<file path="src/rtl/pcc_pkg.sv">
// Shared types and constants for the trail collision block.
// No dependencies.
`default_nettype none
package pcc_pkg;
   localparam int MAX_POINTS = 1024;
   localparam int ADDR_W     = 10;
   localparam int CNT_W      = 11;
   localparam int TAG_BITS   = 4;
   localparam int CRD_W      = 16;
   localparam int ACC_W      = 18;
   localparam int CSR_IDX_W  = 1;
   localparam int CSR_DATA_W = 16;
   localparam int GRACE_W    = 10;

   localparam logic [CSR_IDX_W-1:0] CSR_SPACING = 1'd0;
   localparam logic [CSR_IDX_W-1:0] CSR_GRACE   = 1'd1;

   localparam logic [ACC_W-1:0] ACC_MAX      = {ACC_W{1'b1}};
   localparam logic [CSR_DATA_W-1:0] SPACING_RESET = 16'd160;
   localparam logic [GRACE_W-1:0] GRACE_RESET = 10'd15;

   localparam logic CMD_UPDATE = 1'b0;
   localparam logic CMD_QUERY  = 1'b1;

   typedef struct packed {
      logic                    command;
      logic signed [CRD_W-1:0] pos_x;
      logic signed [CRD_W-1:0] pos_y;
      logic [CRD_W-1:0]        circle_radius;
      logic [TAG_BITS-1:0]     current_tag;
   } req_type;

   typedef struct packed {
      logic             hit;
      logic             point_added;
      logic [CNT_W-1:0] point_count;
   } rsp_type;

   typedef struct packed {
      logic [TAG_BITS-1:0]     tag;
      logic signed [CRD_W-1:0] y;
      logic signed [CRD_W-1:0] x;
   } point_type;

   localparam int POINT_W = $bits(point_type);

   typedef struct packed {
      logic signed [CRD_W-1:0] x0;
      logic signed [CRD_W-1:0] y0;
      logic signed [CRD_W-1:0] x1;
      logic signed [CRD_W-1:0] y1;
      logic signed [CRD_W-1:0] cx;
      logic signed [CRD_W-1:0] cy;
      logic [CRD_W-1:0]        r;
   } seg_in_type;

   typedef struct packed {
      logic done;
      logic hit;
   } seg_out_type;
endpackage
`default_nettype wire

</file>
<file path="src/rtl/pcc_isqrt.sv">
// Step length unit: squares dx, dy on one multiplier, then a restoring
// integer square root, one result bit per cycle. Depends on pcc_pkg.
`default_nettype none
module pcc_isqrt
   import pcc_pkg::*;
(
   input  wire logic               clock,
   input  wire logic               reset,
   input  wire logic               start,
   input  wire logic signed [16:0] dx,
   input  wire logic signed [16:0] dy,
   output logic                    done,
   output logic [16:0]             root
);
   typedef enum logic [2:0] {
      SQ_IDLE = 3'b001,
      SQ_MUL  = 3'b010,
      SQ_ITER = 3'b100
   } sq_state_type;

   sq_state_type      state_ff, state_in;
   logic signed [16:0] dx_ff, dx_in, dy_ff, dy_in;
   logic [33:0]       p_ff, p_in, rad_ff, rad_in;
   logic [19:0]       rem_ff, rem_in;
   logic [16:0]       root_ff, root_in;
   logic [4:0]        cnt_ff, cnt_in;
   logic              done_ff, done_in;
   logic signed [16:0] m_op;
   logic signed [33:0] m_prod;
   logic [21:0]       rem_n, trial;

   assign m_op   = (cnt_ff == 5'd0) ? dx_ff : dy_ff;
   assign m_prod = m_op * m_op;
   assign rem_n  = {rem_ff, rad_ff[33:32]};
   assign trial  = {3'b000, root_ff, 2'b01};

   always_comb begin
      state_in = state_ff;
      dx_in    = dx_ff;
      dy_in    = dy_ff;
      p_in     = p_ff;
      rad_in   = rad_ff;
      rem_in   = rem_ff;
      root_in  = root_ff;
      cnt_in   = cnt_ff;
      done_in  = 1'b0;
      unique case (state_ff)
         SQ_IDLE: begin
            if (start) begin
               dx_in    = dx;
               dy_in    = dy;
               cnt_in   = '0;
               state_in = SQ_MUL;
            end
         end
         SQ_MUL: begin
            p_in   = m_prod;
            cnt_in = cnt_ff + 5'd1;
            if (cnt_ff == 5'd1) begin
               rad_in = p_ff;
            end else if (cnt_ff == 5'd2) begin
               rad_in   = rad_ff + p_ff;
               rem_in   = '0;
               root_in  = '0;
               cnt_in   = '0;
               state_in = SQ_ITER;
            end
         end
         SQ_ITER: begin
            rad_in = {rad_ff[31:0], 2'b00};
            if (rem_n >= trial) begin
               rem_in  = 20'(rem_n - trial);
               root_in = {root_ff[15:0], 1'b1};
            end else begin
               rem_in  = rem_n[19:0];
               root_in = {root_ff[15:0], 1'b0};
            end
            cnt_in = cnt_ff + 5'd1;
            if (cnt_ff == 5'd16) begin
               done_in  = 1'b1;
               state_in = SQ_IDLE;
            end
         end
         default: state_in = SQ_IDLE;
      endcase
   end

   always_ff @(posedge clock) begin
      if (reset) begin
         state_ff <= SQ_IDLE;
         done_ff  <= 1'b0;
         cnt_ff   <= '0;
      end else begin
         state_ff <= state_in;
         done_ff  <= done_in;
         cnt_ff   <= cnt_in;
      end
      dx_ff   <= dx_in;
      dy_ff   <= dy_in;
      p_ff    <= p_in;
      rad_ff  <= rad_in;
      rem_ff  <= rem_in;
      root_ff <= root_in;
   end

   assign done = done_ff;
   assign root = root_ff;
endmodule
`default_nettype wire

</file>
<file path="config.mk">
export PLATFORM = sky130hd
export DESIGN_NAME = pcc_isqrt
export DESIGN_NICKNAME = d
export VERILOG_FILES = /design/src/rtl/pcc_pkg.sv /design/src/rtl/pcc_isqrt.sv
export SDC_FILE = /design/constraint.sdc
export NUM_CORES = 1
export LEC_CHECK = 0
export BUFFER_PORTS_ARGS = -buffer_cell sky130_fd_sc_hd__buf_2
export CAP_MARGIN = 40
export CORE_MARGIN = 4
export CORE_UTILIZATION = 50
export DETAILED_ROUTE_END_ITERATION = 7
export HOLD_SLACK_MARGIN = 0.03
export PLACE_DENSITY = 0.66
export RECOVER_POWER = 50
export SYNTH_ARGS = -nofsm -noshare
export SYNTH_HDL_FRONTEND = slang
export SYNTH_SLANG_ARGS = --single-unit
export TNS_END_PERCENT = 30
</file>
<file path="constraint.sdc">
create_clock -name clock -period 8.7 [get_ports clock]
set_input_delay 2.61 -clock clock [delete_from_list [all_inputs] [get_ports clock]]
set_output_delay 2.61 -clock clock [all_outputs]
set_load 0.05 [all_outputs]
</file>
==> impl_metrics.json, run 1 <==
{
  "cp_top_family": "adder cells",
  "antennaDiodeCount": 0,
  "synth-edff-count": 138,
  "fin_crit_sh": 0.929,
  "cts_hold_buffers": 0,
  "cp-endpoint": "p_ff[33]$_DFFE_PN_",
  "setup_viol": 0,
  "slowest_stage": "fa_1",
  "synthArstFlopShare": 0,
  "crit_path_end_kind": "flip-flop",
  "outcome": "finished with violations",
  "seq_area_frac_synth": 0.242,
  "root_buffer": "clkbuf_16",
  "cts_setup_buffers": 0,
  "clock_path_buffers": 2,
  "final_nets": 2341,
  "clk_pin_slew_ps": 60,
  "postSynthCellCount": 1842,
  "rsz0062_at_grt": "false",
  "drc": 0,
  "worstPathArrival_ps": 8250,
  "synth_top_area_cell": "fa_1",
  "antenna_found_initial": 0,
  "core_area_um2": 35500,
  "worstSetupStartpoint": "cnt_ff[2]$_SDFFE_PP0P_",
  "cp.depth": 25,
  "critPathKind": "flip-flop to flip-flop",
  "drive_gt1_frac": 0.0646,
  "r2r-start": "cnt_ff[2]$_SDFFE_PP0P_",
  "cp_common_cell": "fa_1",
  "drt-pass1-iter-count": 5,
  "ys_ff_latch": 147,
  "drt_iter0_markers": 869,
  "cts_buffers": 17,
  "grt_max_degree": 65,
  "fill_cells": 3166,
  "grt_usage": 0.206,
  "gp_congestion": 0.899,
  "vias": 12500,
  "drt-wirelength-per-cell_um": 16.0,
  "grt_overflow": 0,
  "synth_cell_types": 61,
  "synth.area.top_cells": "fa_1 30%, edfxtp_1 23%, ha_1 10%, inv_1 8.1%, nor2_1 3.8%",
  "fp-row-count": 69,
  "die_h_um": 197,
  "grt_pass1_wl_um": 64700,
  "cap_violations": 5,
  "start_util": 0.504,
  "fmax_mhz": 124,
  "dp_hpwl_um": 30400,
  "cp.required_ps": 8870,
  "avgSynthCellArea_um2": 9.72,
  "die_w_um": 197,
  "cp-start-kind": "flip-flop",
  "grt_pass1_vias": 13100,
  "r2r_cells": 25,
  "syn2layout_area_growth_pct": 7.64,
  "cts_tree": "done",
  "critPathMaxFanout": 18,
  "cts_max_level": 4,
  "critPathMaxStageDelay_ps": 550,
  "r2r_end": "p_ff[33]$_DFFE_PN_",
  "syn_nets": 2290,
  "slew_headroom": -0.917,
  "min_path_type": "flip-flop to flip-flop",
  "clkLatencyLatePin_ps": 450,
  "boundaryPins": 55,
  "clock_sinks": 147,
  "synth_top_area_share": 0.295,
  "crit_buf_inv": 6,
  "synth_area_um2": 17900,
  "worst_pin_slew_ps": 2870,
  "tns_ps": 0,
  "failed_checks": "capacitance limit, slew limit",
  "portBuffers": 54,
  "die_area_um2": 38900,
  "cts-resized-gates": 0,
  "routed_via_density": 5.28,
  "rrSetupSlack_ps": 620,
  "yosys_warnings": 0,
  "finClkSkew_ps": 11.1,
  "postRouteAntennaNets": 0,
  "ys.flop_type": "edfxtp_1",
  "wirelength_um": 37900,
  "finalCriticalPeriod_ps": 8080,
  "finalHoldViolations": 0,
  "finalMaxSlewViolations": 227
}
-- logic make-up (layout without fill, tap and decap cells) --
logic type / after synthesis / in the layout / share of synthesized area
xor+xnor: 90 / 90 / 0.0440
compound gates: 275 / 275 / 0.0981
fa+ha+maj: 411 / 411 / 0.398
mux: 33 / 33 / 0.0193
flops: 147 / 147 / 0.242
simple gates: 453 / 453 / 0.108
buf+inv: 433 / 496 / 0.0911
-- worst register-to-register path, cell delays in order, from the launching register on --
cell	delay (ps)
dfxtp_1	350
nor3_1	400
and2_1	190
buf_4	290
mux2_2	500
inv_1	440
nor2_1	200
fa_1	550
inv_1	60
fa_1	440
fa_1	550
inv_1	60
fa_1	490
fa_1	530
inv_1	50
fa_1	480
inv_1	40
ha_1	350
nand4_1	190
or3_1	400
o21a_1	210
a211oi_1	320
nor3_1	170
o31ai_1	280
a21oi_1	120
xnor2_1	130
-- cells in the final DEF (no fill, tap or decap), types with 13 or more instances in the layout --
| master | count |
|---|---|
| buf_4 | 13 |
| fa_1 | 264 |
| a31oi_1 | 15 |
| a21oi_1 | 92 |
| nand3_1 | 15 |
| nor2_1 | 182 |
| o21ai_0 | 49 |
| nor3_1 | 19 |
| xor2_1 | 24 |
| edfxtp_1 | 138 |
| nand2b_1 | 13 |
| o21a_1 | 16 |
| a21o_1 | 39 |
| xnor2_1 | 66 |
| nand2_1 | 172 |
| buf_2 | 53 |
| inv_1 | 386 |
| ha_1 | 147 |
| mux2i_1 | 21 |
| clkbuf_16 | 17 |
-- synthesized netlist by cell type (24+ instances only) --
cell / instances
ha_1: 147
nand2_1: 172
o21ai_0: 49
fa_1: 264
a21oi_1: 93
a21o_1: 39
edfxtp_1: 138
xor2_1: 24
nor2_1: 183
inv_1: 386
clkbuf_1: 31
xnor2_1: 66
-- flip-flops by register name (all words and copies together) (netlist names) --
signal / count
dy_ff: 17
p_ff: 33
done: 1
cnt_ff: 5
rem_ff: 20
state_ff: 3
dx_ff: 17
root: 17
rad_ff: 34
-- stage by stage --
stage               setup WS, ps  instance area [µm²]  utilization  std cells  hold slack [ps]
floorplan                   1370                17900            -       1842              489
global placement             789                18800        0.529       2335              523
detailed placement           718                18800        0.529       2335              529
CTS                          673                19300        0.544       2366              546
global route                 206                19300        0.543       2366              584
finish                       620                19300        0.543       2366              542
-- layout make-up --
class / count / area (µm²) / share of cell area
Clock buffer: 20 / 437 / 0.0227
Multi-Input combinational cell: 1262 / 12000 / 0.621
Inverter: 392 / 1470 / 0.0764
Timing Repair Buffer: 73 / 389 / 0.0202
Tap cell: 461 / 577 / 0.0299
Clock inverter: 11 / 105 / 0.00545
Sequential cell: 147 / 4320 / 0.224
-- how the worst min path moves through the flow --
stage / from / endpoint / slack [ps] / cells after the start
4_1_cts: cnt_ff[4]$_SDFFE_PP0P_ / cnt_ff[4]$_SDFFE_PP0P_ / 550 / 2
2_1_floorplan: cnt_ff[4]$_SDFFE_PP0P_ / done$_SDFF_PP0_ / 490 / 2
3_3_place_gp: cnt_ff[4]$_SDFFE_PP0P_ / cnt_ff[4]$_SDFFE_PP0P_ / 520 / 2
5_1_grt: cnt_ff[4]$_SDFFE_PP0P_ / cnt_ff[4]$_SDFFE_PP0P_ / 580 / 2
3_5_place_dp: cnt_ff[4]$_SDFFE_PP0P_ / cnt_ff[4]$_SDFFE_PP0P_ / 530 / 2
6_report: cnt_ff[4]$_SDFFE_PP0P_ / cnt_ff[4]$_SDFFE_PP0P_ / 540 / 2
-- routing by layer --
layer,track usage,vias to the layer above,wire length (µm)
met5,0,-,0
met4,0.0550,0,744
met3,0.0348,53,1910
met2,0.326,330,17000
met1,0.296,6117,18200
li1,-,5993,-
Power of run 1 is left out: the tool's default activity adds up to more than one toggle a clock period on the data nets, which glitch-free logic cannot reach.
==> run 2: changes to the inputs <==
--- a/config.mk
+++ b/config.mk
@@ -11,7 +11,7 @@
 export CORE_UTILIZATION = 50
 export DETAILED_ROUTE_END_ITERATION = 7
 export HOLD_SLACK_MARGIN = 0.03
-export PLACE_DENSITY = 0.66
+export PLACE_DENSITY = 0.69
 export RECOVER_POWER = 50
 export SYNTH_ARGS = -nofsm -noshare
 export SYNTH_HDL_FRONTEND = slang
==> constraint.sdc (replaced) <==
create_clock -name clock -period 7.3 [get_ports clock]
set_input_delay 0.73 -clock clock [delete_from_list [all_inputs] [get_ports clock]]
set_output_delay 0.73 -clock clock [all_outputs]
set_load 0.05 [all_outputs]
==> run 2 against run 1 <==
The run still ends with capacitance limit, slew limit left. Routed wire length is 1.7% higher. Non-clock buffer count is 69 higher. Cell count is 2.9% higher. First-iteration DRC count is 1.6% higher. Global-route usage is 0.33 points lower. Largest cell class unchanged. Core utilization is 2.5 points higher. Sequential share of layout area is 0.99 points lower. Critical endpoint unchanged. Critical path depth stayed put. Sequential cell count stayed put. Die area stayed put.
==> impl_metrics.json, run 2 (synthesized netlist as in run 1, its figures left out) <==
{
  "grtUsageMet2": 0.335,
  "critPathKind": "flip-flop to flip-flop",
  "cts_tree": "done",
  "pre_cts_ws_ps": 68.1,
  "finalHoldViolations": 0,
  "largestRegisters": "rad_ff: 34 flops, p_ff: 33 flops, rem_ff: 20 flops",
  "clkLatencyLatePin_ps": 440,
  "vias": 12800,
  "antennaDiodeCount": 0,
  "portBuffers": 54,
  "grt_usage": 0.202,
  "cp-start-kind": "flip-flop",
  "slew_headroom": -0.326,
  "die_w_um": 197,
  "failed_checks": "capacitance limit, slew limit",
  "largest_reg_flops": 34,
  "finClkSkew_ps": 12.1,
  "cts_max_level": 4,
  "drt-wirelength-per-cell_um": 15.8,
  "wirelength_um": 38500,
  "regMostFlops": "rad_ff",
  "outcome": "finished with violations",
  "rrSetupSlack_ps": 210,
  "drt_iter0_markers": 883,
  "gp_congestion": 0.925,
  "critPathMaxFanout": 7,
  "drc": 0,
  "dp_hpwl_um": 30700,
  "clock_path_buffers": 2,
  "post-place-cells": 2384,
  "drt-pass1-iter-count": 8,
  "grt_use_met1": 0.278,
  "fin_crit_sh": 0.971,
  "fin_cells": 2435,
  "cts_buffers": 17,
  "final_util": 0.568,
  "clk_pin_slew_ps": 60,
  "r2r_cells": 25,
  "final_cell_mix": "375 x inv_1, 261 x fa_1, 173 x nor2_1, 164 x nand2_1, 140 x ha_1",
  "postRouteAntennaNets": 0,
  "start_util": 0.504,
  "fin_ws_ps": 212,
  "hold-worst-slack_ps": 465,
  "fp-row-count": 69,
  "drive_gt1_frac": 0.119,
  "cp.required_ps": 7470,
  "clock_sinks": 147,
  "finalMaxSlewViolations": 127,
  "grt_max_degree": 73,
  "min_path_type": "input pin to flip-flop",
  "grt_pass1_vias": 13400,
  "layout_commonest_cell": "inv_1",
  "die_h_um": 197,
  "root_buffer": "clkbuf_16",
  "use_met3": 0.0338,
  "grt_overflow": 0,
  "setup_viol": 0,
  "antenna_found_initial": 0,
  "final_nets": 2410,
  "grt_pass1_wl_um": 64500,
  "fmax_mhz": 141,
  "core_area_um2": 35500,
  "whs_path_depth": 1,
  "crit_path_end_kind": "flip-flop",
  "worstPathArrival_ps": 7260,
  "gr-max-usage-layer": "met2",
  "boundaryPins": 55,
  "cts_hold_buffers": 0,
  "worst_pin_slew_ps": 1990,
  "finalCriticalPeriod_ps": 7090,
  "routed_via_density": 5.24,
  "die_area_um2": 38900,
  "cap_violations": 3,
  "syn2layout_area_growth_pct": 12.7
}
-- run 2: repair_timing --
| action | in CTS | in global routing |
|---|---|---|
| resized for setup | 0 | 87 |
| endpoints found under the setup margin | 0 | 7 |
| buffers inserted | 0 | 18 |
-- run 2: cell type report --
type | count | area [µm²]
multi-input combinational | 1262 | 12200
fill | 2996 | 15300
inverter | 392 | 1500
timing repair buffer | 142 | 980
sequential | 147 | 4330
clock buffer | 19 | 433
clock inverter | 12 | 131
tap | 461 | 577
-- run 2: worst paths after layout --
path	from	end
setup reg to reg	cnt_ff[0]$_SDFFE_PP0P_	p_ff[33]$_DFFE_PN_
hold / removal	dx[12]	dx_ff[12]$_DFFE_PP_
setup / recovery	cnt_ff[0]$_SDFFE_PP0P_	p_ff[33]$_DFFE_PN_
hold reg to reg	rad_ff[21]$_DFFE_PP_	rad_ff[23]$_DFFE_PP_
-- run 2: worst max-delay path, stage by stage (launching register included) --
cell and delay, ps:
dfxtp_1 340, inv_2 60, ha_2 190, and2_4 190, clkbuf_16 170, mux2_2 360, buf_4 190, nand2_1 70
fa_1 570, inv_1 90, fa_1 530, fa_1 580, fa_1 460, fa_1 490, inv_1 50, fa_1 470
inv_1 40, ha_1 290, nand4_1 140, or3_1 390, o21a_1 240, a211oi_2 300, nor3_2 80, o31ai_1 260
a21oi_1 120, xnor2_1 130
-- run 2: per-stage QoR --
| step | instance area [µm²] | TNS (ps) |
|---|---|---|
| 2_1_floorplan | 17900 | -19.9 |
| 3_5_place_dp | 19100 | 0 |
| 4_1_cts | 19700 | 0 |
| 3_3_place_gp | 19100 | 0 |
| 5_1_grt | 20200 | -34.1 |
| 6_report | 20200 | 0 |
-- run 2: layer usage --
metal | share of wire | vias up
li1 | - | 6128
met1 | 0.46 | 6227
met2 | 0.47 | 342
met3 | 0.045 | 59
met4 | 0.026 | 0
met5 | 0 | -
Power of run 2 is left out for the same reason.
