File: src/rtl/pcc_ram.sv
// Generic single-port-write, single-port-read RAM with registered read.
// No dependencies.
`default_nettype none
module pcc_ram #(
   parameter int WIDTH = 8,
   parameter int DEPTH = 16
) (
   input  wire logic                     clock,
   input  wire logic                     we,
   input  wire logic [$clog2(DEPTH)-1:0] waddr,
   input  wire logic [WIDTH-1:0]         wdata,
   input  wire logic [$clog2(DEPTH)-1:0] raddr,
   output logic [WIDTH-1:0]              rdata
);
   logic [WIDTH-1:0] mem_ff [DEPTH];

   always_ff @(posedge clock) begin
      if (we) begin
         mem_ff[waddr] <= wdata;
      end
      rdata <= mem_ff[raddr];
   end
endmodule
`default_nettype wire

File: config.mk
export PLATFORM = sky130hd
export DESIGN_NAME = pcc_ram
export DESIGN_NICKNAME = d
export VERILOG_FILES = /design/src/rtl/pcc_ram.sv
export SDC_FILE = /design/constraint.sdc
export NUM_CORES = 1
export LEC_CHECK = 0
export BUFFER_PORTS_ARGS = -buffer_cell sky130_fd_sc_hd__buf_2
export CELL_PAD_IN_SITES_DETAIL_PLACEMENT = 0
export CELL_PAD_IN_SITES_GLOBAL_PLACEMENT = 1
export CORE_ASPECT_RATIO = 2
export CORE_MARGIN = 2
export CORE_UTILIZATION = 35
export CTS_BUF_LIST = sky130_fd_sc_hd__clkbuf_8
export DETAILED_ROUTE_END_ITERATION = 8
export PLACE_DENSITY = 0.56
export SLEW_MARGIN = 25
export SYNTH_ARGS = -nofsm -noshare
export SYNTH_HDL_FRONTEND = slang
export SYNTH_SLANG_ARGS = --single-unit
File: constraint.sdc
create_clock -name clock -period 3.5 [get_ports clock]
set_input_delay 0.7 -clock clock [delete_from_list [all_inputs] [get_ports clock]]
set_output_delay 0.7 -clock clock [all_outputs]
set_load 0.03 [all_outputs]
==> results of run 1 <==
==> worst max-delay path, stage by stage <==
cell and delay (ps):
buf_2 210, buf_4 330, mux4_1 590, a22oi_1 250, nand2_1 70
==> cells in the final DEF, fill, tap and decap left out, types with 6 or more instances in the layout <==
master / synthesis / final
mux4_1: 14 / 14
nand2_1: 9 / 9
dfxtp_1: 8 / 8
edfxtp_1: 128 / 128
clkbuf_8: 0 / 17
inv_6: 0 / 6
mux4_2: 18 / 18
a22oi_1: 16 / 16
buf_4: 1 / 10
nor2_1: 13 / 12
buf_2: 3 / 25
==> cell families after synthesis <==
| group | count (synthesis) | synth area share, % |
|---|---|---|
| AO/OA/AOI/OAI | 16 | 2.33 |
| buffers and inverters | 10 | 1.68 |
| flip-flops | 136 | 77.8 |
| multiplexers | 32 | 15.0 |
| AND/OR/NAND/NOR | 35 | 3.18 |
==> per-layer routing <==
layer | share of wire (%) | GRT usage (%) | vias up
li1 | - | - | 1064
met1 | 38 | 15.0 | 1282
met2 | 58 | 26.2 | 51
met3 | 2.9 | 3.52 | 12
met4 | 1.8 | 5.77 | 0
met5 | 0 | 0 | -
==> worst paths after layout <==
kind / endpoint / cells after the start
min: mem_ff[8][6]$_DFFE_PP_ / 1
max reg2reg: rdata[1]$_DFF_P_ / 3
max: rdata[3]$_DFF_P_ / 5
min reg2reg: rdata[4]$_DFF_P_ / 3
==> power by group through the flow <==
| stage | clock (mW) | combinational (mW) | sequential [mW] |
|---|---|---|---|
| floorplan | 0 | 0.0924 | 1.88 |
| global placement | 0 | 0.185 | 1.86 |
| detailed placement | 0 | 0.187 | 1.87 |
| CTS | 1.23 | 0.187 | 1.83 |
| global route | 1.30 | 0.199 | 1.83 |
| finish | 1.21 | 0.183 | 1.83 |
==> cells in the mapped netlist <==
| cell | count |
|---|---|
| a22oi_1 | 16 |
| and2_1 | 1 |
| and2b_1 | 1 |
| buf_2 | 3 |
| buf_4 | 1 |
| buf_6 | 3 |
| clkdlybuf4s25_2 | 3 |
| dfxtp_1 | 8 |
| edfxtp_1 | 128 |
| mux4_1 | 14 |
| mux4_2 | 18 |
| nand2_1 | 9 |
| nand2b_1 | 2 |
| nand3_1 | 1 |
| nand3b_1 | 2 |
| nor2_1 | 13 |
| nor2b_1 | 1 |
| nor3_1 | 4 |
| or3b_2 | 1 |
==> final cells by class <==
type	instances	area share, %
sequential	136	68.1
multi-input combinational	83	18.0
tap	192	4.09
clock buffer	17	3.98
timing repair buffer	35	3.41
clock inverter	15	2.38
==> metrics by stage <==
step	total power [mW]	util, %	setup WS, ps
after floorplan	1.98	-	1310
after global placement	2.05	38.3	1160
after CTS	3.25	40.9	1630
after global routing	3.33	41.0	1560
final	3.22	41.0	1650
after detailed placement	2.05	38.3	1150
==> sequential cells by signal (all words and copies together), names as in the netlist <==
register	flops
mem_ff	128
rdata	8
==> summary.txt, run 1 <==
STA
  – Shortest clock period the worst path allows after layout: ~1800 ps
  – Skew final: roughly 18 ps
  – Worst-Margin Slew: slightly above 1000 ps
  – Slew Limit Fails: 0
  – RSZ-0062 raised after global routing: false
  – Headroom to the max-slew limit: 31.5%
  – Worst hold-check slack: 645 ps
  – Final hold violation count: 0
  – Sum of negative setup slack: 0 ps
  – Final cycle utilization of the critical path: 52.7%
  – F_max: about 540 MHz
  – Final setup viols: 0

Clocking
  – Buffer levels on the longest clock path: 2
  – # H-tree levels: 4
  – CTS tree: done
  – Count of instances resized after the clock tree is built: 0
  – TritonCTS Buffers: 17
  – Clock insertion delay at the later pin of the skew report: between 400 and 500 ps
  – Post-CTS repair timing setup buffer count: 0
  – Clock slew seen by the registers of the worst setup and hold paths: roughly 90 ps
  – Number of buffers inserted by hold repair at cts: 0
  – Total number of clock tree sinks: 136
  – Library cell used as clock root buffer: clkbuf_8

Detailed routing
  – Antenna-violating nets left: 0
  – WL/cell: 21.4 um
  – First-pass iteration count of the detailed router: 4
  – Ratio of routed vias to standard cells: 5.04
  – Number of design-rule violations left by the first detailed-router iteration: 160
  – Total routed wirelength: roughly 10000 um
  – DRC: 0
  – Routed via count: 2409

Worst hold path
  – Path class of the lowest-slack min-delay path: primary input to register
  – Launch point of the worst hold path: wdata[6]

Logic synthesis
  – Area share of the largest cell type after synthesis: between 70% and 80%
  – Dominant cells by area after synthesis: edfxtp_1 75%, mux4_2 7.9%, mux4_1 7.1%
  – Netlist Area Pre-Place: 0.00515 mm2
  – Syn_area_per_cell: approximately 22 um2
  – Area leader, netlist: edfxtp_1
  – Number of standard cells after synthesis: about 230
  – Count of yosys warnings during synthesis: 0
  – Number of library cell types mapped by synthesis: 19
  – Sequential share of the synthesized area: 77.8%
  – Post-Syn Nets: ~250
  – Number of synthesized register bits: 136

Floorplanning
  – Die width: roughly 90 um
  – Placeable core region: between 0.01 and 0.015 mm2
  – Number of top-level pins: 26
  – Height of the die: approximately 180 um
  – Initial core utilization: 35.9%
  – Die area: about 0.016 mm2
  – # rows: between 60 and 70

Worst setup path
  – Startpoint type of the worst setup path: primary input
  – Worst-path maximum fanout: 13
  – Worst setup path start: raddr[0]
  – R2R setup slack: about 2100 ps
  – Setup Crit Path Kind: primary input to register
  – Worst path arrival time: roughly 2200 ps
  – Data required time at the worst endpoint: about 3800 ps
  – Worst reg2reg startpoint: mem_ff[1][1]$_DFFE_PP_
  – Critical path endpoint category: register

Power and ir drop
  – Worst-case vdd ir drop: roughly 290 uV
  – Cell internal pwr: 2.46 mW
  – Pwr/cell area: ~550 mW/mm2
  – Sw frac: about a quarter
  – Portion of total power attributed to combinational logic: between 5 and 6%
  – Leakage: between 1.5 and 2 nW
  – Clock share of power: a little under two fifths
  – Net switching component of the power: around 0.76 mW
  – Part of the total power dissipated in sequential elements: a little under three fifths

Global routing
  – Initial antenna violation count: 0
  – Global-route wire length before repair: between 15000 and 20000 um
  – Global Route Usage Sum: about 14%
  – Vias in the first global route: 2600
  – Largest net degree at the start of global routing: 33
  – Overflow left after global routing: 0

Layout
  – Count of inserted antenna diode cells: 0
  – Filler cells: 1291
  – Area grow syn2layout: 14.2%
  – Storage element area: 0.00400 mm2
  – Multi-input combinational cell area: about 0.0011 mm2
  – Post-layout net count: approximately 290
  – Final standard cell area without fillers: between 0.005 and 0.006 mm2
  – Final std cells w/o fill: ~480
  – Layout cell share with drive strength beyond 1: 29.7%

Placed design
  – Number of port buffers: 25
  – Weighted congestion reported at the end of routability-driven placement: ~0.73
  – Placement-stage cell area: between 0.005 and 0.006 mm2
  – Cells after DPL: around 450
  – Dpl hpwl: ~7000 um

Outcome
  – Result of the run: finished clean

Flow run
  – Max Cap Violations: 0
Note: power is estimated with default switching activity, not from simulation.
==> run 2, diff against run 1 <==
Settings changed: ABC_AREA set to 1, PLACE_DENSITY 0.56 to 0.63.
Clock period 3.5 ns to 1.5 ns, I/O delays scaled along.
==> summary.txt, run 2 <==
Layout
  – Multi-input combinational cell area: 0.00121 mm2 (+15%)
  – Number of flip-flops under the largest register name: 128 (unchanged)
  – Layout cell share with drive strength beyond 1: 13.5% (-16 points)
  – Most frequent standard cell in the layout excluding fill and tap cells: nand2_1
  – Final standard cell utilization of the core: 40.8% (-0.15 points)
  – Final std cells w/o fill: 813 (+70%)
  – Registers with the most flip-flops: mem_ff: 128 flops, rdata: 8 flops
  – Count of inserted antenna diode cells: 0 (unchanged)
  – Commonest cells after routing, fill and taps aside: 173 x nand2_1, 128 x edfxtp_1, 101 x inv_1, 97 x nand3_1, 25 x buf_2
  – Post-layout net count: 614 (+110%)
  – Area grow syn2layout: 14.5%
  – Register with the most flip-flops: mem_ff
  – Storage element area: 0.00400 mm2 (unchanged)
  – Filler cells: 1604 (+24%)

Detailed routing
  – WL/cell: 16.4 um (-23%)
  – Total routed wirelength: 13300 um (+30%)
  – Antenna-violating nets left: 0 (unchanged)
  – DRC: 0 (unchanged)
  – Routed via count: 3733 (+55%)
  – First-pass iteration count of the detailed router: 4 (unchanged)
  – Number of design-rule violations left by the first detailed-router iteration: 213 (+33%)
  – Ratio of routed vias to standard cells: 4.59 (-8.9%)

Logic synthesis
  – Count of yosys warnings during synthesis: 0 (unchanged)
  – Syn_area_per_cell: 10.5 um2 (-53%)
  – Number of synthesized register bits: 136 (unchanged)
  – Post-synthesis async set-or-reset flop share: 0% (unchanged)
  – Area leader, netlist: edfxtp_1
  – Number of library cell types mapped by synthesis: 12 (-7)
  – Number of standard cells after synthesis: 551 (+140%)
  – Dominant cells by area after synthesis: edfxtp_1 67%, nand2_1 11%, nand3_1 8.4%
  – Sequential share of the synthesized area: 69.4% (-8.4 points)
  – Ranking of synthesized cells by instance count: 173 x nand2_1, 128 x edfxtp_1, 100 x inv_1, 97 x nand3_1, 17 x nor2_1
  – Area share of the largest cell type after synthesis: 66.7% (-8.0 points)
  – Dominant cell by count in the synthesized netlist: nand2_1
  – Number of synthesized flops with an enable pin: 128 (unchanged)
  – Main flop type after synthesis: edfxtp_1
  – Netlist Area Pre-Place: 0.00577 mm2 (+12%)
  – Post-Syn Nets: 569 (+130%)

Floorplanning
  – Die width: 94.8 um (+5.6%)
  – Die area: 0.0176 mm2 (+12%)
  – Placeable core region: 0.0162 mm2 (+13%)
  – # rows: 66 (+6.5%)
  – Height of the die: 186 um (+5.7%)
  – Number of top-level pins: 26 (unchanged)
  – Initial core utilization: 35.6% (-0.24 points)

STA
  – Headroom to the max-slew limit: 76.6% (+45 points)
  – Sum of negative setup slack: 0 ps (unchanged)
  – Shortest clock period the worst path allows after layout: between 1000 and 1500 ps
  – Final hold violation count: 0 (unchanged)
  – Worst-Margin Slew: 351 ps (-673 ps)
  – RSZ-0062 raised after global routing: false
  – Final setup viols: 0 (unchanged)
  – Slew Limit Fails: 0 (unchanged)
  – F_max: roughly 800 MHz
  – Skew final: 11.7 ps (-6.48 ps)
  – Final cycle utilization of the critical path: a little under nine tenths

Clocking
  – Post-CTS repair timing setup buffer count: 0 (unchanged)
  – Buffer levels on the longest clock path: 2 (unchanged)
  – Library cell used as clock root buffer: clkbuf_8
  – CTS tree: done
  – TritonCTS Buffers: 17 (unchanged)
  – Clock slew seen by the registers of the worst setup and hold paths: 80 ps (about the same)
  – Clock insertion delay at the later pin of the skew report: 440 ps (about the same)
  – Count of instances resized after the clock tree is built: 0 (unchanged)
  – Total number of clock tree sinks: 136 (unchanged)
  – Number of buffers inserted by hold repair at cts: 0 (unchanged)
  – # H-tree levels: 4 (unchanged)

Placed design
  – Number of port buffers: 25 (unchanged)
  – Cells after DPL: 781 (+75%)
  – Weighted congestion reported at the end of routability-driven placement: 0.846 (+16%)
  – Dpl hpwl: 8980 um (+28%)

Worst setup path
  – Critical path endpoint category: output pin
  – Cell family contributing the most delay on the critical path: flip-flops
  – Data required time at the worst endpoint: 1200 ps (-2610 ps)
  – Startpoint type of the worst setup path: register
  – Critical Path Slowest Stage Cell: dfxtp_1
  – CP max stage delay: 350 ps (-240 ps)
  – Worst-path maximum fanout: 1 (-12)
  – Number of buffers and inverters on the critical path: 1 (-1)
  – Setup Crit Path Kind: register to output pin
  – Chain of cells forming the critical path: buf_2
  – Worst path arrival time: 990 ps (-1170 ps)

Power and ir drop
  – Pwr/cell area: 1150 mW/mm2 (+110%)
  – Worst-case vdd ir drop: 559 uV (+95%)
  – Leakage: 2.84 nW (+48%)
  – Total Power Consumption: 7.58 mW (+140%)

Worst hold path
  – Path class of the lowest-slack min-delay path: primary input to register

Global routing
  – Vias in the first global route: 3882 (+49%)
  – Largest net degree at the start of global routing: 65 (+97%)
  – Initial antenna violation count: 0 (unchanged)
  – Global-route wire length before repair: 20800 um (+31%)
  – Global Route Usage Sum: 16.8% (+2.7 points)
  – Overflow left after global routing: 0 (unchanged)

Outcome
  – Result of the run: finished clean

Flow run
  – Max Cap Violations: 0 (unchanged)
run 2: cell count changes after synthesis, sizes merged, moves of 16 or more:
cell and delta:
nand2 +164, nand3 +96, inv +102, a22oi -16
buf +17, mux4 -32
run 2: per-layer routing:
layer / up-vias / part of all wire, % / wire length, um / GRT usage [%]
li1: 1859 / - / - / -
met1: 1766 / 36 / 4790 / 16.5
met2: 79 / 58 / 7740 / 32.1
met3: 29 / 3.2 / 426 / 3.28
met4: 0 / 2.8 / 379 / 8.46
met5: - / 0 / 0 / 0
run 2: cell type report:
cell class	instances	share of cell area (%)
flip-flops and latches	136	60.6
inverters	102	5.80
clock inverters	15	1.93
well taps	204	3.86
clock buffers	17	3.54
multi-input cells	289	18.4
repair buffers	50	5.87
run 2: power breakdown:
group	internal (mW)	total [mW]	switching (mW)
registers	4.24	4.27	0.0239
logic	0.177	0.579	0.402
clock network	1.31	2.73	1.43
total	5.72	7.58	1.85
run 2: through the flow:
| step | cell area, um2 | setup WS [ps] | hold WS [ps] |
|---|---|---|---|
| 6_report | 6610 | 214 | 241 |
| 5_1_grt | 6610 | 144 | 232 |
| 4_1_cts | 6610 | 151 | 212 |
| 3_5_place_dp | 6240 | 20.9 | 644 |
| 3_3_place_gp | 6240 | 27.6 | 650 |
| 2_1_floorplan | 5770 | 249 | 399 |
run 2: path summary, 6_finish.rpt:
kind | start | end | slack, ps | cells after the start
worst max-delay path | rdata[3]$_DFF_P_ | rdata[3] | 210 | 1
worst min-delay path | wdata[2] | mem_ff[4][2]$_DFFE_PP_ | 240 | 1
worst min register to register | mem_ff[6][2]$_DFFE_PP_ | rdata[2]$_DFF_P_ | 670 | 6
worst max register to register | mem_ff[5][6]$_DFFE_PP_ | rdata[6]$_DFF_P_ | 520 | 6
run 2: worst register-to-register path, cell delays in order, from the launching register on:
cell and delay, ps:
edfxtp_1 360, inv_1 60, nand2_1 50, nand3_1 100, nand3_1 80, nand3_1 110
nand2_1 110
run 2: cell families after synthesis:
logic type    share of synthesized area, %
flops                                 69.4
buf+inv                               9.52
simple gates                          21.0
==> run 3, diff against run 2 <==
Settings changed: CTS_CLUSTER_SIZE set to 30, MAX_ROUTING_LAYER set to met4.
==> summary.txt, run 3 (synthesis gave the netlist of run 2 again) <==
Layout
  – Number of flip-flops under the largest register name: 128 (unchanged)
  – Commonest cells after routing, fill and taps aside: 173 x nand2_1, 128 x edfxtp_1, 101 x inv_1, 97 x nand3_1, 25 x buf_2
  – Most frequent standard cell in the layout excluding fill and tap cells: nand2_1
  – Registers with the most flip-flops: mem_ff: 128 flops, rdata: 8 flops
  – Area grow syn2layout: 14.5% (unchanged)
  – Multi-input combinational cell area: 0.00121 mm2 (unchanged)
  – Layout cell share with drive strength beyond 1: 13.5% (unchanged)
  – Storage element area: 0.00400 mm2 (unchanged)
  – Post-layout net count: 614 (unchanged)
  – Final standard cell utilization of the core: 40.8% (unchanged)
  – Register with the most flip-flops: mem_ff
  – Filler cells: 1604 (unchanged)
  – Count of inserted antenna diode cells: 0 (unchanged)

Floorplanning
  – Die area: 0.0176 mm2 (unchanged)
  – Placeable core region: 0.0162 mm2 (unchanged)
  – # rows: 66 (unchanged)
  – Number of top-level pins: 26 (unchanged)
  – Die width: 94.8 um (unchanged)
  – Height of the die: 186 um (unchanged)
  – Initial core utilization: 35.6% (unchanged)

Detailed routing
  – Routed via count: 3748 (+0.40%)
  – WL/cell: 16.4 um (-0.31%)
  – Antenna-violating nets left: 0 (unchanged)
  – DRC: 0 (unchanged)
  – Ratio of routed vias to standard cells: 4.61 (+0.40%)
  – First-pass iteration count of the detailed router: 4 (unchanged)
  – Total routed wirelength: 13300 um (-0.31%)
  – Number of design-rule violations left by the first detailed-router iteration: 226 (+6.1%)

STA
  – Worst-Margin Slew: 343 ps (-7.15 ps)
  – Slew Limit Fails: 0 (unchanged)
  – Final setup viols: 0 (unchanged)
  – Final cycle utilization of the critical path: 85.1% (-0.60 points)
  – Final hold violation count: 0 (unchanged)
  – Shortest clock period the worst path allows after layout: 1280 ps (-8.94 ps)
  – RSZ-0062 raised after global routing: false
  – Skew final: 12.7 ps (+0.979 ps)
  – F_max: 783 MHz (+0.70%)
  – Sum of negative setup slack: 0 ps (unchanged)
  – Headroom to the max-slew limit: 77.1% (+0.48 points)

Placed design
  – Weighted congestion reported at the end of routability-driven placement: 0.859 (+1.6%)
  – Number of port buffers: 25 (unchanged)
  – Dpl hpwl: 8980 um (unchanged)

Worst setup path
  – Cell family contributing the most delay on the critical path: flip-flops
  – CP max stage delay: 350 ps (about the same)
  – Worst reg2reg path depth: 6 (unchanged)
  – Data required time at the worst endpoint: 1200 ps (about the same)
  – Critical Path Slowest Stage Cell: dfxtp_1
  – Setup Crit Path Kind: register to output pin
  – Worst-path maximum fanout: 1 (unchanged)
  – Critical path endpoint category: output pin
  – Chain of cells forming the critical path: buf_2
  – Number of buffers and inverters on the critical path: 1 (unchanged)
  – Worst path arrival time: 980 ps (about the same)
  – Startpoint type of the worst setup path: register
  – Crit. path cell count: 1 (unchanged)

Power and ir drop
  – Pwr/cell area: 1150 mW/mm2 (-0.14%)
  – Leakage: 2.84 nW (unchanged)
  – Worst-case vdd ir drop: 544 uV (-2.5%)

Clocking
  – TritonCTS Buffers: 17 (unchanged)
  – Total number of clock tree sinks: 136 (unchanged)
  – Clock insertion delay at the later pin of the skew report: 430 ps (about the same)
  – # H-tree levels: 4 (unchanged)
  – Post-CTS repair timing setup buffer count: 0 (unchanged)
  – Number of buffers inserted by hold repair at cts: 0 (unchanged)
  – Library cell used as clock root buffer: clkbuf_8
  – Buffer levels on the longest clock path: 2 (unchanged)
  – Clock slew seen by the registers of the worst setup and hold paths: 80 ps (about the same)
  – CTS tree: done
  – Count of instances resized after the clock tree is built: 0 (unchanged)

Global routing
  – Global-route wire length before repair: 20800 um (-0.13%)
  – Largest net degree at the start of global routing: 65 (unchanged)
  – Vias in the first global route: 3881 (-0.026%)
  – Initial antenna violation count: 0 (unchanged)
  – Overflow left after global routing: 0 (unchanged)
  – Global Route Usage Sum: 17.3% (+0.48 points)

Worst hold path
  – Worst hold path cell count: 1 (unchanged)
  – Path class of the lowest-slack min-delay path: primary input to register

Outcome
  – Result of the run: finished clean

Flow run
  – Max Cap Violations: 0 (unchanged)
run 3: power breakdown:
part / leakage, nW / internal, mW / switching (mW)
Sequential: 1.22 / 4.24 / 0.0240
Clock: 0.170 / 1.31 / 1.41
Combinational: 1.45 / 0.177 / 0.402
run 3: routing by layer:
layer | global-route usage [%] | up-vias | wire length (um) | share of wire [%]
met5 | - | - | 0 | 0
li1 | - | 1859 | - | -
met4 | 8.12 | 0 | 369 | 2.8
met3 | 3.68 | 26 | 415 | 3.1
met1 | 16.4 | 1783 | 4770 | 36
met2 | 32.2 | 80 | 7740 | 58
run 3: final cells by class:
| cell class | count | area share [%] |
|---|---|---|
| clock buffers | 17 | 3.54 |
| well taps | 204 | 3.86 |
| flip-flops and latches | 136 | 60.6 |
| clock inverters | 15 | 1.93 |
| repair buffers | 50 | 5.87 |
| inverters | 102 | 5.80 |
| multi-input cells | 289 | 18.4 |
run 3: worst paths after layout:
| kind | from | endpoint | slack [ps] |
|---|---|---|---|
| min reg2reg | mem_ff[6][2]$_DFFE_PP_ | rdata[2]$_DFF_P_ | 670 |
| max reg2reg | mem_ff[5][6]$_DFFE_PP_ | rdata[6]$_DFF_P_ | 510 |
| max | rdata[3]$_DFF_P_ | rdata[3] | 220 |
| min | wdata[2] | mem_ff[4][2]$_DFFE_PP_ | 250 |
run 3: metrics by stage:
stage / worst slack [ps] / instances / power, mW / hold WS [ps] / area, um2
finish: 223 / 813 / 7.57 / 247 / 6610
global route: 140 / 813 / 7.90 / 229 / 6610
CTS: 151 / 813 / 7.68 / 212 / 6610
detailed placement: 20.9 / 781 / 4.95 / 644 / 6240
global placement: 27.6 / 781 / 4.94 / 650 / 6240
floorplan: 249 / 551 / 4.70 / 399 / 5770
